$ cat src/hdl/pwns_ram.sv
// generic single-port synchronous ram with registered read
module pwns_ram #(
    parameter int WIDTH = 8,
    parameter int DEPTH = 256
) (
    input  logic                     clk,
    input  logic                     en,
    input  logic                     we,
    input  logic [$clog2(DEPTH)-1:0] addr,
    input  logic [WIDTH-1:0]         wdata,
    output logic [WIDTH-1:0]         rdata
);

    logic [WIDTH-1:0] mem [DEPTH];
    logic [WIDTH-1:0] rdata_reg;

    // one access per cycle, read data held while disabled
    always_ff @(posedge clk)
    begin
        if (en)
        begin
            if (we)
            begin
                mem[addr] <= wdata;
            end
            else
            begin
                rdata_reg <= mem[addr];
            end
        end
    end

    assign rdata = rdata_reg;

endmodule

$ cat config.mk
export PLATFORM = sky130hd
export DESIGN_NAME = pwns_ram
export DESIGN_NICKNAME = d
export VERILOG_FILES = /design/src/hdl/pwns_ram.sv
export SDC_FILE = /design/constraint.sdc
export NUM_CORES = 2
export LEC_CHECK = 0
export ABC_AREA = 0
export BUFFER_PORTS_ARGS = -buffer_cell sky130_fd_sc_hd__buf_2
export CAP_MARGIN = 10
export CORE_MARGIN = 2
export CORE_UTILIZATION = 30
export CTS_CLUSTER_DIAMETER = 30
export DETAILED_ROUTE_END_ITERATION = 12
export REMOVE_ABC_BUFFERS = 1
export SLEW_MARGIN = 0
export SYNTH_ARGS = -nofsm -noshare
export SYNTH_HDL_FRONTEND = slang
export SYNTH_SLANG_ARGS = --single-unit
export TNS_END_PERCENT = 5
$ cat constraint.sdc
create_clock -name clk -period 4.85 [get_ports clk]
set_input_delay 0.485 -clock clk [delete_from_list [all_inputs] [get_ports clk]]
set_output_delay 0.485 -clock clk [all_outputs]
set_load 0.01 [all_outputs]
======== Word level (Yosys, flattened, before mapping) ========
Memories as Yosys holds them, arrays and structs flattened. A register that Yosys moved wholly into a read port is not among the register bits.
Cells that the tools add are included.
word-level totals
  flip-flop bits (word level) ............. 0
  RAM bits ................................ 2048
  bits of input ports ..................... 19
  output and inout port bits .............. 8
  word-level logic and storage cells ...... 6
  memories ................................ 1
cells by class
  muxes and demuxes ....................... 3
  bitwise logic cells ..................... 1
  reduce and logical (&&, ||, !) cells .... 1
memories
  name  depth  width  rd ports  clocked after memory_dff  write ports  line  RTL
  mem   256    8      1         1                         1            14    logic [WIDTH-1:0] mem [DEPTH];
operators with widths
  kind               count
  $mux W1            3
  $reduce_and A2 Y1  1
  $not A1 Y1         1

======== Longest topological paths before layout ========
  depth after elaboration ................. 3
  mapped depth ............................ 9
  depth with buffers taken out ............ 5

======== Worst setup path after synthesis ========
No wires, ideal clock.
  kind .................................... input -> register
  start point ............................. input addr[0]
  end point ............................... memory mem[117][0] (enable)
  setup time .............................. 0.370 ns
  arrival time ............................ 2.410 ns
  required time ........................... 4.480 ns
  setup slack ............................. 2.070 ns
  stages on the path ...................... 8
  path through ............................ buf_2 -> buf_6 -> buf_2 -> buf_2 -> nor3b_1 -> nand2_1 -> clkbuf_1 -> nor2_1
RTL lines
  element             line  RTL
  start: declaration  9     input logic [$clog2(DEPTH)-1:0] addr,
  end: declaration    14
No word-level cell before the write port.

==> flow_summary.html <==
<table>
<tr><th>Metric</th><th>Value</th></tr>
<tr><th colspan="2">Layout</th></tr>
<tr><td>Post-layout instance count excluding filler cells</td><td>7624</td></tr>
<tr><td>Flip-flop count of the largest register, all copies and words added</td><td>2048</td></tr>
<tr><td>Share of final-layout standard cells stronger than drive strength 1</td><td>32.6%</td></tr>
<tr><td>Commonest non-fill, non-tap cell in the layout</td><td>sky130_fd_sc_hd__edfxtp_1</td></tr>
<tr><td>Core Util, Final</td><td>37.3%</td></tr>
<tr><td>Number of fill cells in the layout</td><td>23252</td></tr>
<tr><td>Net total in the final layout</td><td>3914</td></tr>
<tr><td>Highest-count cells in the layout ignoring fill and taps</td><td>sky130_fd_sc_hd__edfxtp_1, sky130_fd_sc_hd__mux4_2, sky130_fd_sc_hd__clkbuf_16</td></tr>
<tr><td>Signed area change from the synthesized netlist to the final layout</td><td>23.7%</td></tr>
<tr><th colspan="2">Drt</th></tr>
<tr><td>DR DRC count</td><td>0</td></tr>
<tr><td>Routed vias</td><td>39178</td></tr>
<tr><td>Remaining antenna violation count after routing</td><td>0</td></tr>
<tr><td>Wire length per cell after detailed routing</td><td>26.4 um</td></tr>
<tr><td>Iter 0 DRT Violations</td><td>4686</td></tr>
<tr><td>Ratio of routed vias to standard cells</td><td>5.14</td></tr>
<tr><td>Aggregate routed wire length</td><td>202000 um</td></tr>
<tr><td>First drt pass iteration count</td><td>5</td></tr>
<tr><th colspan="2">Power and ir drop</th></tr>
<tr><td>Power density relative to cell area</td><td>501 mW/mm^2</td></tr>
<tr><td>Sum of internal, switching and leakage power</td><td>0.0486 W</td></tr>
<tr><td>Leakage component of the power</td><td>30.1 nW</td></tr>
<tr><td>Worst IR drop on VDD</td><td>0.380 mV</td></tr>
<tr><th colspan="2">GRT</th></tr>
<tr><td>Global routing usage summed across all routing layers</td><td>15.0%</td></tr>
<tr><td>Met2 usage in global routing</td><td>23.1%</td></tr>
<tr><td>Antenna violations before repair</td><td>14</td></tr>
<tr><td>GRT Max-Usage Layer</td><td>met2</td></tr>
<tr><td>Met1 track demand over resource</td><td>19.9%</td></tr>
<tr><td>Total congestion overflow</td><td>0</td></tr>
<tr><td>Number of global-route vias before repair</td><td>40100</td></tr>
<tr><td>Largest net degree at the start of global routing</td><td>168</td></tr>
<tr><td>Wire length of the first global-routing pass</td><td>288000 um</td></tr>
<tr><td>Grt met3 use</td><td>4.31%</td></tr>
<tr><th colspan="2">Floorplanning</th></tr>
<tr><td>Starting utilization of the core area</td><td>30.2%</td></tr>
<tr><td>Floorplan die area</td><td>0.265 mm^2</td></tr>
<tr><td>Boundary Pins</td><td>27</td></tr>
<tr><td>Die outline height</td><td>515 um</td></tr>
<tr><td>Standard-cell rows</td><td>187</td></tr>
<tr><td>Die Width</td><td>515 um</td></tr>
<tr><td>Core area</td><td>0.260 mm^2</td></tr>
<tr><th colspan="2">STA</th></tr>
<tr><td>Hold Worst Slack</td><td>0.0488 ns</td></tr>
<tr><td>Fin crit period</td><td>3.40 ns</td></tr>
<tr><td>Clock skew after layout</td><td>0.0377 ns</td></tr>
<tr><td>Relative slew margins</td><td>10.6%</td></tr>
<tr><td>Tightest Pin Transition</td><td>1.34 ns</td></tr>
<tr><td>Unrepaired setup endpoints after global routing</td><td>no</td></tr>
<tr><td>Number of setup violations in the final report</td><td>0</td></tr>
<tr><td>Final hold violation count</td><td>0</td></tr>
<tr><td>Max-slew violation total from the final report</td><td>0</td></tr>
<tr><td>Highest Clock Rate</td><td>294 MHz</td></tr>
<tr><td>Final cycle utilization of the critical path</td><td>70.0%</td></tr>
<tr><th colspan="2">Clock network</th></tr>
<tr><td>Buffers inserted during post-CTS setup optimization</td><td>0</td></tr>
<tr><td>Post-cts hold buffer count</td><td>0</td></tr>
<tr><td>Number of gates resized after CTS</td><td>0</td></tr>
<tr><td>Clock edge transition at the registers on the reported setup and hold paths</td><td>0.05 ns</td></tr>
<tr><td>CTS sink cnt</td><td>2056</td></tr>
<tr><td>Inserted Clock Buffers</td><td>398</td></tr>
<tr><td>Master cell of the clock root buffer</td><td>sky130_fd_sc_hd__clkbuf_16</td></tr>
<tr><td>Maximum buffer depth of the clock tree</td><td>4</td></tr>
<tr><td>Worst-skew pair later-pin latency</td><td>0.95 ns</td></tr>
<tr><td>TritonCTS clock tree</td><td>done</td></tr>
<tr><td>H-tree levels</td><td>5</td></tr>
<tr><th colspan="2">Place</th></tr>
<tr><td>Port Buffer Count</td><td>26</td></tr>
<tr><td>Final Wtd Congestion</td><td>0.797</td></tr>
<tr><td>Half-perimeter wire length after placement</td><td>114000 um</td></tr>
<tr><td>Number of placed cells counting well taps</td><td>6896</td></tr>
<tr><th colspan="2">Worst setup path</th></tr>
<tr><td>Sum of buffers and inverters on the critical path</td><td>2</td></tr>
<tr><td>Arrival time of data at the critical path endpoint</td><td>4.00 ns</td></tr>
<tr><td>Critical path launch point type</td><td>primary input</td></tr>
<tr><td>Endpoint required time on the critical path</td><td>5.45 ns</td></tr>
<tr><td>Worst-path fanout max</td><td>41</td></tr>
<tr><td>Slowest stage cell, crit path</td><td>sky130_fd_sc_hd__o41ai_1</td></tr>
<tr><td>Setup Crit Path Kind</td><td>in -&gt; reg</td></tr>
<tr><td>Element type at the critical path end</td><td>flop</td></tr>
<tr><td>Slowest cell delay on critical path</td><td>1.15 ns</td></tr>
<tr><td>Cell chain of the critical path</td><td>buf_8, buf_4, mux4_2, a22oi_1, a21oi_1, o41ai_1, nand4_1</td></tr>
<tr><td>Reg2Reg Setup Slack</td><td>1.68 ns</td></tr>
<tr><td>Crit path max-delay family</td><td>compound AO/OA/AOI/OAI gates</td></tr>
<tr><th colspan="2">Job</th></tr>
<tr><td>Max-Cap Viols</td><td>0</td></tr>
<tr><th colspan="2">Synth</th></tr>
<tr><td>Syn. warnings</td><td>0</td></tr>
<tr><td>Post-synthesis cell count</td><td>3526</td></tr>
<tr><td>Share of synthesized area occupied by flip-flops and latches</td><td>78.8%</td></tr>
<tr><td>Mapped cell area</td><td>0.0784 mm^2</td></tr>
<tr><td>Post-synth cell types</td><td>21</td></tr>
<tr><td>Mean instance size in the synthesized netlist</td><td>22.2 um^2</td></tr>
<tr><td>Number of flip-flops and latches in the synthesized netlist</td><td>2056</td></tr>
<tr><th colspan="2">Run status</th></tr>
<tr><td>Result of the run</td><td>finished clean</td></tr>
<tr><th colspan="2">Min path</th></tr>
<tr><td>Class of the worst hold path</td><td>in -&gt; reg</td></tr>
</table>
worst register-to-register path, delay by kind of cell (launching register included):
kind | cells | cell delay [ns]
multiplexers | 1 | 0.47
AO/OA/AOI/OAI | 3 | 1.79
flip-flops | 1 | 0.36
AND/OR/NAND/NOR | 1 | 0.23
power by group:
part | switching, W | total (W) | leakage (nW) | internal (W)
clock network | 0.00917 | 0.0273 | 6.44 | 0.0181
registers | 0.0000110 | 0.0196 | 18.5 | 0.0196
logic | 0.00106 | 0.00163 | 5.21 | 0.000569
per-stage QoR:
step	area (um^2)	worst slack [ns]	setup TNS, ns
finish	97000	1.45	0
global route	96900	1.41	0
CTS	96900	1.52	0
detailed placement	83500	0.521	0
global placement	83500	0.126	0
floorplan	77400	-2.56	-3660.87
cells in the mapped netlist:
| cell type | number | area (um^2) |
|---|---|---|
| sky130_fd_sc_hd__and2_1 | 2 | 12.5 |
| sky130_fd_sc_hd__mux4_2 | 512 | 11500 |
| sky130_fd_sc_hd__buf_1 | 21 | 78.8 |
| sky130_fd_sc_hd__nor3_1 | 1 | 5.00 |
| sky130_fd_sc_hd__nand4_1 | 8 | 50.1 |
| sky130_fd_sc_hd__nor3b_1 | 2 | 15.0 |
| sky130_fd_sc_hd__a21oi_1 | 128 | 641 |
| sky130_fd_sc_hd__buf_2 | 41 | 205 |
| sky130_fd_sc_hd__o41ai_1 | 32 | 280 |
| sky130_fd_sc_hd__or2_2 | 1 | 6.26 |
| sky130_fd_sc_hd__and4_1 | 1 | 8.76 |
| sky130_fd_sc_hd__buf_6 | 9 | 101 |
| sky130_fd_sc_hd__nand2_1 | 30 | 113 |
| sky130_fd_sc_hd__nor2b_1 | 7 | 43.8 |
| sky130_fd_sc_hd__nor2_1 | 259 | 972 |
| sky130_fd_sc_hd__nand2b_1 | 2 | 12.5 |
| sky130_fd_sc_hd__a22oi_1 | 256 | 1920 |
| sky130_fd_sc_hd__buf_4 | 11 | 82.6 |
| sky130_fd_sc_hd__edfxtp_1 | 2056 | 61700 |
| sky130_fd_sc_hd__nand3_1 | 4 | 20.0 |
| sky130_fd_sc_hd__clkbuf_1 | 143 | 537 |
metal layers:
layer / part of all wire, % / up-vias
met1: 40 / 20912
met5: 0.0099 / -
li1: - / 15943
met3: 9.7 / 373
met4: 3.1 / 2
met2: 47 / 1948
kinds of logic after synthesis:
| family | count (synthesis) | share of synthesized area, % |
|---|---|---|
| buffers and inverters | 225 | 1.28 |
| muxes | 512 | 14.7 |
| AOI/OAI and AO/OA | 416 | 3.63 |
| and+or+nand+nor | 317 | 1.61 |
| DFF | 2056 | 78.8 |
final timing paths:
check / from / to / cells after the start
min: wdata[2] / mem[82][2] / 1
max reg2reg: mem[12][0] / rdata[0] / 5
min reg2reg: mem[208][1] / rdata[1] / 5
max: addr[0] / rdata[0] / 7
layout make-up:
| cell class | instances | area [um^2] | share of cell area [%] |
|---|---|---|---|
| clock buffer | 428 | 10100 | 10.4 |
| clock inverter | 289 | 3300 | 3.41 |
| antenna | 10 | 25.0 | 0.0258 |
| timing repair buffer | 194 | 1800 | 1.86 |
| sequential | 2056 | 61700 | 63.7 |
| tap | 3402 | 4260 | 4.39 |
| multi-input combinational | 1245 | 15700 | 16.2 |
Note: power is estimated with default switching activity, not from simulation.
