$ cat config.mk
export PLATFORM = sky130hd
export DESIGN_NAME = pwns_div
export DESIGN_NICKNAME = d
export VERILOG_FILES = /design/src/hdl/pwns_pkg.sv /design/src/hdl/pwns_div.sv
export SDC_FILE = /design/constraint.sdc
export NUM_CORES = 2
export LEC_CHECK = 0
export ABC_AREA = 1
export BUFFER_PORTS_ARGS = -buffer_cell sky130_fd_sc_hd__buf_2
export CORE_UTILIZATION = 30
export CTS_CLUSTER_SIZE = 30
export DETAILED_ROUTE_END_ITERATION = 10
export PLACE_DENSITY = 0.55
export SLEW_MARGIN = 20
export SYNTH_ARGS = -nofsm -noshare
export SYNTH_HDL_FRONTEND = slang
export SYNTH_SLANG_ARGS = --single-unit
$ cat constraint.sdc
create_clock -name clk -period 3.3 [get_ports clk]
set_input_delay 0.825 -clock clk [delete_from_list [all_inputs] [get_ports clk]]
set_output_delay 0.825 -clock clk [all_outputs]
set_load 0.02 [all_outputs]
$ cat src/hdl/pwns_pkg.sv
// shared types, constants and widths of the perspective warp sampler
package pwns_pkg;

    // source image and map geometry
    localparam int SRC_WIDTH  = 512;
    localparam int SRC_HEIGHT = 512;
    localparam int MAP_WIDTH  = 1024;
    localparam int MAP_HEIGHT = 1024;

    // field widths
    localparam int COL_W  = $clog2(SRC_WIDTH);
    localparam int ROW_W  = $clog2(SRC_HEIGHT);
    localparam int PIX_W  = 8;
    localparam int X_W    = $clog2(MAP_WIDTH);
    localparam int Y_W    = $clog2(MAP_HEIGHT);
    localparam int ADDR_W = $clog2(SRC_WIDTH * SRC_HEIGHT);

    // request stream packing, lowest field first
    localparam int COL_LSB     = 0;
    localparam int ROW_LSB     = COL_LSB + COL_W;
    localparam int VAL_LSB     = ROW_LSB + ROW_W;
    localparam int X_LSB       = VAL_LSB + PIX_W;
    localparam int Y_LSB       = X_LSB + X_W;
    localparam int IN_FIELDS_W = Y_LSB + Y_W;
    localparam int IN_DATA_W   = ((IN_FIELDS_W + 7) / 8) * 8;
    localparam int OUT_DATA_W  = ((PIX_W + 7) / 8) * 8;

    // coefficient registers
    localparam int COEF_W   = 48;
    localparam int NUM_COEF = 8;
    localparam int CIDX_W   = $clog2(NUM_COEF);

    localparam int REG_H00 = 0;
    localparam int REG_H01 = 1;
    localparam int REG_H02 = 2;
    localparam int REG_H10 = 3;
    localparam int REG_H11 = 4;
    localparam int REG_H12 = 5;
    localparam int REG_H20 = 6;
    localparam int REG_H21 = 7;

    typedef logic signed [COEF_W-1:0] coef_t;

    localparam coef_t ONE_Q24 = coef_t'(48'h0000_0100_0000);

    // arithmetic widths
    localparam int MAP_C_W = (X_W > Y_W) ? X_W : Y_W;
    localparam int PROD_W  = COEF_W + MAP_C_W + 1;
    localparam int SUM_W   = PROD_W + 1;
    localparam int SRC_DIM = (SRC_WIDTH > SRC_HEIGHT) ? SRC_WIDTH : SRC_HEIGHT;
    localparam int QB      = $clog2(SRC_DIM + 1);
    localparam int DIV_W   = SUM_W + QB;

    // pipeline depths
    localparam int XF_LAT  = 3;
    localparam int DIV_LAT = QB + 1;
    localparam int LAT     = XF_LAT + DIV_LAT;

    // operation codes
    localparam logic OP_WRITE = 1'b0;
    localparam logic OP_QUERY = 1'b1;

    localparam logic [PIX_W-1:0] OUTSIDE_VALUE = PIX_W'(127);

    // request carried alongside the arithmetic
    typedef struct packed {
        logic              valid;
        logic              op;
        logic              wr_ok;
        logic [ADDR_W-1:0] addr;
        logic [PIX_W-1:0]  value;
    } item_t;

    // signs and zero flag of the projected numerators and denominator
    typedef struct packed {
        logic u_neg;
        logic v_neg;
        logic w_neg;
        logic w_zero;
    } sign_t;

endpackage

$ cat src/hdl/pwns_div.sv
// pipelined restoring divider, one quotient bit per stage, with range flag
module pwns_div
    import pwns_pkg::*;
(
    input  logic             clk,
    input  logic             en,
    input  logic [SUM_W-1:0] num,
    input  logic [SUM_W-1:0] den,
    output logic [QB-1:0]    quo,
    output logic             ovf
);

    logic [SUM_W-1:0] rem_reg [QB+1];
    logic [SUM_W-1:0] den_reg [QB+1];
    logic [QB-1:0]    q_reg   [QB+1];
    logic             ovf_reg [QB+1];

    // stage zero: flag quotients too large for the quotient bits
    always_ff @(posedge clk)
    begin
        if (en)
        begin
            rem_reg[0] <= num;
            den_reg[0] <= den;
            q_reg[0]   <= '0;
            ovf_reg[0] <= DIV_W'(num) >= (DIV_W'(den) << QB);
        end
    end

    // one trial subtract per stage, most significant bit first
    for (genvar s = 1; s <= QB; s++)
    begin : g_stage
        localparam int SH = QB - s;
        logic [DIV_W-1:0] trial;
        logic             ge;

        always_comb
        begin
            trial = DIV_W'(den_reg[s-1]) << SH;
            ge    = DIV_W'(rem_reg[s-1]) >= trial;
        end

        always_ff @(posedge clk)
        begin
            if (en)
            begin
                rem_reg[s] <= ge ? SUM_W'(DIV_W'(rem_reg[s-1]) - trial) : rem_reg[s-1];
                den_reg[s] <= den_reg[s-1];
                q_reg[s]   <= q_reg[s-1] | (QB'(ge) << SH);
                ovf_reg[s] <= ovf_reg[s-1];
            end
        end
    end

    assign quo = q_reg[QB];
    assign ovf = ovf_reg[QB];

endmodule

# Word-level counts from Yosys, hierarchy flattened
# Memories as Yosys holds them, arrays and structs flattened.
# Index checks and enable logic that the tools add are counted.
dict set report word_totals {
  output_inout_bits 11
  reg_bits 0
  mem_bits_rw 1441
  in_bits 122
  mem_count 4
}
dict set report op_classes {
  magnitude_cmp 11
  addsub 10
  bitwise 10
  mux 12
}
# memory depth width read_ports rd_ports_with_merged_regs write_ports line_no
set mem_list {}
lappend mem_list {den_reg 11 60 10 0 11 pwns_div.sv:14} ;# logic [SUM_W-1:0] den_reg [QB+1];
lappend mem_list {rem_reg 11 60 10 0 11 pwns_div.sv:13} ;# logic [SUM_W-1:0] rem_reg [QB+1];
lappend mem_list {q_reg 11 10 11 0 11 pwns_div.sv:15} ;# logic [QB-1:0] q_reg [QB+1];
lappend mem_list {ovf_reg 11 1 11 0 11 pwns_div.sv:16} ;# logic ovf_reg [QB+1];
# operator n
set op_table {}
lappend op_table {{60-bit two-way mux} 10}
lappend op_table {{60-bit subtractor} 10}
lappend op_table {{60-bit by 70-bit greater-or-equal comparator with 1-bit output} 1}
lappend op_table {{60-bit by 69-bit greater-or-equal comparator with 1-bit output} 1}
lappend op_table {{60-bit by 68-bit greater-or-equal comparator with 1-bit output} 1}
lappend op_table {{60-bit by 67-bit greater-or-equal comparator with 1-bit output} 1}
lappend op_table {{60-bit by 66-bit greater-or-equal comparator with 1-bit output} 1}
lappend op_table {{60-bit by 65-bit greater-or-equal comparator with 1-bit output} 1}
lappend op_table {{60-bit by 64-bit greater-or-equal comparator with 1-bit output} 1}
lappend op_table {{60-bit by 63-bit greater-or-equal comparator with 1-bit output} 1}
lappend op_table {{60-bit by 62-bit greater-or-equal comparator with 1-bit output} 1}
lappend op_table {{60-bit by 61-bit greater-or-equal comparator with 1-bit output} 1}
lappend op_table {{60-bit greater-or-equal comparator} 1}
lappend op_table {{10-bit by 1-bit bitwise OR with 10-bit output} 1}
lappend op_table {{10-bit bitwise OR} 1}
lappend op_table {{10-bit by 2-bit bitwise OR with 10-bit output} 1}
lappend op_table {{10-bit by 3-bit bitwise OR with 10-bit output} 1}
lappend op_table {{10-bit by 4-bit bitwise OR with 10-bit output} 1}
lappend op_table {{10-bit by 5-bit bitwise OR with 10-bit output} 1}
lappend op_table {{10-bit by 6-bit bitwise OR with 10-bit output} 1}
lappend op_table {{10-bit by 7-bit bitwise OR with 10-bit output} 1}
lappend op_table {{10-bit by 8-bit bitwise OR with 10-bit output} 1}
lappend op_table {{10-bit by 9-bit bitwise OR with 10-bit output} 1}
lappend op_table {{1-bit two-way mux} 2}

# Longest topological paths before layout
# An unclocked memory read counts as a cell.
dict set report logic_depth {
  depth_word 3
  mapped_depth 18
}

# Worst setup path after synthesis
# No wires, ideal clock.
dict set report synth_timing {
  path_kind {register to register}
  startpoint {memory rem_reg[6][3] in the netlist's numbering}
  endpoint {memory rem_reg[7][12] in the netlist's numbering, data pin}
  setup_ps 264
  required_time_ps 3036
  t_arrival_ps 2118
  path_slack_ps 918
  synth_period_minus_slack_ps 2382
  n_path_buf 2
  stages_incl_launch_ff 17
  path_cell_list {edfxtp_1 -> inv_1 -> ha_1 -> inv_1 -> fa_1 -> nand3_1 -> nand3_1 -> nand3_1 -> nand3_1 -> nand2_1 -> nand3_2 -> nand2_1 -> nand3_2 -> buf_6 -> buf_6 -> nand2_1 -> o21ai_0}
}
# element line_no
set synth_rtl {}
lappend synth_rtl {{start: declaration} pwns_div.sv:13}

==> metrics.md <==
| Metric | Value |
|---|---|
| GR Util All Layers | 0.237 |
| Cell area after synthesis | approximately 0.095 mm^2 |
| Avg WL per Cell | roughly 21 um |
| Layout cells sized above 1 | 0.0711 |
| Fin nets | 14900 |
| Critical Path Slowest Stage Cell | edfxtp_1 |
| Syn Nets | 14300 |
| Placed cell count | between 15000 and 20000 |
| Synth area leader | edfxtp_1 |
| Post-layout minimum cycle time | 3.13 ns |
| Synthesis-to-finish area growth | 15.4% |
| Sink Count | 1266 |
| R2r startpoint | den_reg[7][28]$_DFFE_PP_ |
| Final critical-path share of the clock period | 0.949 |
| Final hold vios | 0 |
| Max frequency | 319 MHz |
| Crit-path max cell delay | 0.43 ns |
| GP Congestion | 1.06 |
| Fin. max-slew vios | 0 |
| Sequential area share after synthesis | 0.400 |
| CTS tree | built |
| First-pass GRT wire length | roughly 550000 um |
| Initial Utilization | 0.301 |
| Total die area | 0.319 mm^2 |
| Worst path cell trace | inv_1 -> ha_1 -> nand2_1 -> inv_1 -> nand2_1 -> nor2_2 -> nand2_1 -> nor3_2 -> nand4_1 -> nand3_2 -> buf_12 -> nand3_1 -> buf_4 -> nand2_1 |
| #FFs+latches synth | 1266 |
| Syn Area/Cell | ~7 um^2 |
| Pin count of the biggest net entering global routing | 92 |
| Total number of vias | 84000 |
| Postcts setup bufs | 0 |
| Total gr overflow | 0 |
| Final core utilization | 0.348 |
| Hold WC Path Type | in2reg |
| Non-filler instance count after layout | between 15000 and 20000 |
| Crit path from | den_reg[7][28]$_DFFE_PP_ |
| Top post-synthesis cells by area | edfxtp_1 (40%), nand2_1 (20%), inv_1 (12%), ha_1 (8.0%), nand3_1 (5.3%) |
| Root Driver | clkbuf_16 |
| Most used cell, CP | nand2_1 |
| Die X | 565 um |
| Total negative slack | 0 ns |
| Outcome | finished, final reports clean |
| Power Density | about 460 mW/mm^2 |
| Initial DRC Count | about 5000 |
| Pleak | 57.2 nW |
| Post-synth EDFFs | roughly 1300 |
| CP arrival | 3.84 ns |
| I/O Buffers | 132 |
| Final setup violation count | 0 |
| CP max FO | 19 |
| Clock Latency Late Sink | 0.87 ns |
| Unrepaired setup endpoints after global routing | false |
| HPWL after detailed placement | around 330000 um |
| Cell Rows | 206 |
| Peak supply drop | 0.380 mV |
| First-pass detailed-route iteration total | 6 |
| DRC viols | 0 |
| Number of I/O pins | 133 |
| Initial antenna violation count | 2 |
| Slew HR | 0.226 |
| Worst Setup End Kind | register |
| Vias in the first global route | 85800 |
| Final WL | between 300000 and 400000 um |
| Setup Skew | about 0.057 ns |
| Filler cells | 34100 |
| Final instance area | 0.110 mm^2 |
| Startpoint types | register |
| Synth unique cells | 51 |
| Share of the synthesized area in the top cell type | 0.400 |
| Slew @ Worst Pin | 1.15 ns |
| Synth Flop Type | edfxtp_1 |
| Core region area | approximately 0.31 mm^2 |
| Placement Cell Area | 0.104 mm^2 |
| Max Cap Viol | 0 |
| CTS max path bufs | 4 |
| Num CTS Buffers | 163 |
| Syn. warnings | 0 |
| H-tree depth | 4 |
| Via/cell ratio | 4.56 |
| Height of the chip | 565 um |
| CP Class | reg2reg |
| Cell count after synthesis | 13500 |
| Required time worst endpoint | 4.01 ns |
| Hold Startpoint | den[43] |
| Clk slew on worst S/H paths | approximately 0.060 ns |
| Async SR Flop Fraction | 0 |
| ANT nets after route | 0 |
==> where the power goes <==
part / internal [W] / switching (W)
Sequential: 0.0191 / 0.000924
Clock: 0.0109 / 0.00744
Combinational: 0.00395 / 0.00848
==> through the flow <==
stage               power [W]  hold slack (ns)  setup WS [ns]
global route           0.0532            0.124         0.0379
CTS                    0.0511            0.104         0.0806
global placement       0.0327            0.401         0.0884
floorplan              0.0275            0.400          0.918
detailed placement     0.0327            0.406          0.104
finish                 0.0508            0.157          0.169
==> cell type report <==
class                           instances  area, um^2  share of cell area
Multi-Input combinational cell       8997       44300               0.405
Sequential cell                      1266       38000               0.347
Inverter                             3120       11700               0.107
Tap cell                             4160        5200              0.0475
Timing Repair Buffer                  570        4840              0.0442
Clock buffer                          180        4160              0.0380
Clock inverter                        108        1230              0.0113
Antenna cell                            1        2.50           0.0000228
==> path summary, 6_finish.rpt <==
path                            depth (start not counted)                  endpoint  slack [ns]
worst max-delay path                                   14  rem_reg[8][54]$_DFFE_PP_        0.17
worst min-delay path                                    1  den_reg[0][43]$_DFFE_PP_        0.16
worst max register to register                         14  rem_reg[8][54]$_DFFE_PP_        0.17
worst min register to register                          0     q_reg[9][3]$_DFFE_PP_        0.39
==> per-layer routing <==
layer  up-vias  share of wire  GRT usage
met5         -              0          0
met4         0           0.11      0.219
met3       994          0.028     0.0206
met2      2008           0.51      0.448
met1     37800           0.35      0.226
li1      43200              -          -
==> cells by family (layout without fill, tap and decap cells) <==
group / count (synthesis) / after routing / share of synthesized area
fa+ha+maj: 614 / 614 / 0.0816
other cells: 0 / 1 / 0
buf+inv: 3260 / 3978 / 0.133
compound gates: 574 / 574 / 0.0322
simple gates: 7549 / 7549 / 0.329
xor+xnor: 260 / 260 / 0.0240
flops: 1266 / 1266 / 0.400
==> synthesized netlist by cell type, types with 22 or more instances <==
cell,instances
nand3_1,996
nand3_2,51
buf_6,25
inv_2,39
and2_1,23
nand2_1,5060
nand4_1,182
and2_0,22
o21ai_0,99
o21bai_1,32
nor2_1,928
inv_1,3078
ha_1,605
xor2_1,240
nand3b_1,38
nor3_1,128
buf_4,25
nor2_2,39
clkbuf_1,25
edfxtp_1,1266
o21ai_1,38
a21oi_1,367
buf_2,60
==> placed cells by master (no fill, tap or decap), types with 26 or more instances in the layout <==
| master | Yosys | final |
|---|---|---|
| o21ai_0 | 99 | 98 |
| nand3b_1 | 38 | 38 |
| clkinv_2 | 0 | 26 |
| xor2_1 | 240 | 240 |
| o21ai_1 | 38 | 37 |
| buf_2 | 60 | 131 |
| inv_2 | 39 | 39 |
| clkinv_1 | 3 | 26 |
| nand4_1 | 182 | 182 |
| nor2_1 | 928 | 925 |
| a21oi_1 | 367 | 366 |
| nor3_1 | 128 | 126 |
| nand2_1 | 5060 | 5059 |
| inv_1 | 3078 | 3078 |
| o21bai_1 | 32 | 32 |
| edfxtp_1 | 1266 | 1266 |
| buf_12 | 1 | 71 |
| ha_1 | 605 | 605 |
| buf_4 | 25 | 368 |
| nand3_1 | 996 | 996 |
| nand3_2 | 51 | 51 |
| nor2_2 | 39 | 39 |
| clkbuf_16 | 0 | 164 |
==> worst max-delay path, delay by kind of cell, from the launching register on <==
family / cells / cell delay (ns)
AND/OR/NAND/NOR: 9 / 1.62
adder cells (fa/ha/maj): 1 / 0.36
flip-flops: 1 / 0.43
buffers and inverters: 4 / 0.54
==> timing repair <==
| item | CTS | global route |
|---|---|---|
| hold buffers | 0 | 0 |
| setup endpoints to repair | 0 | 58 |
| resized for setup | 0 | 4 |
(Power assumes the default switching activity.)
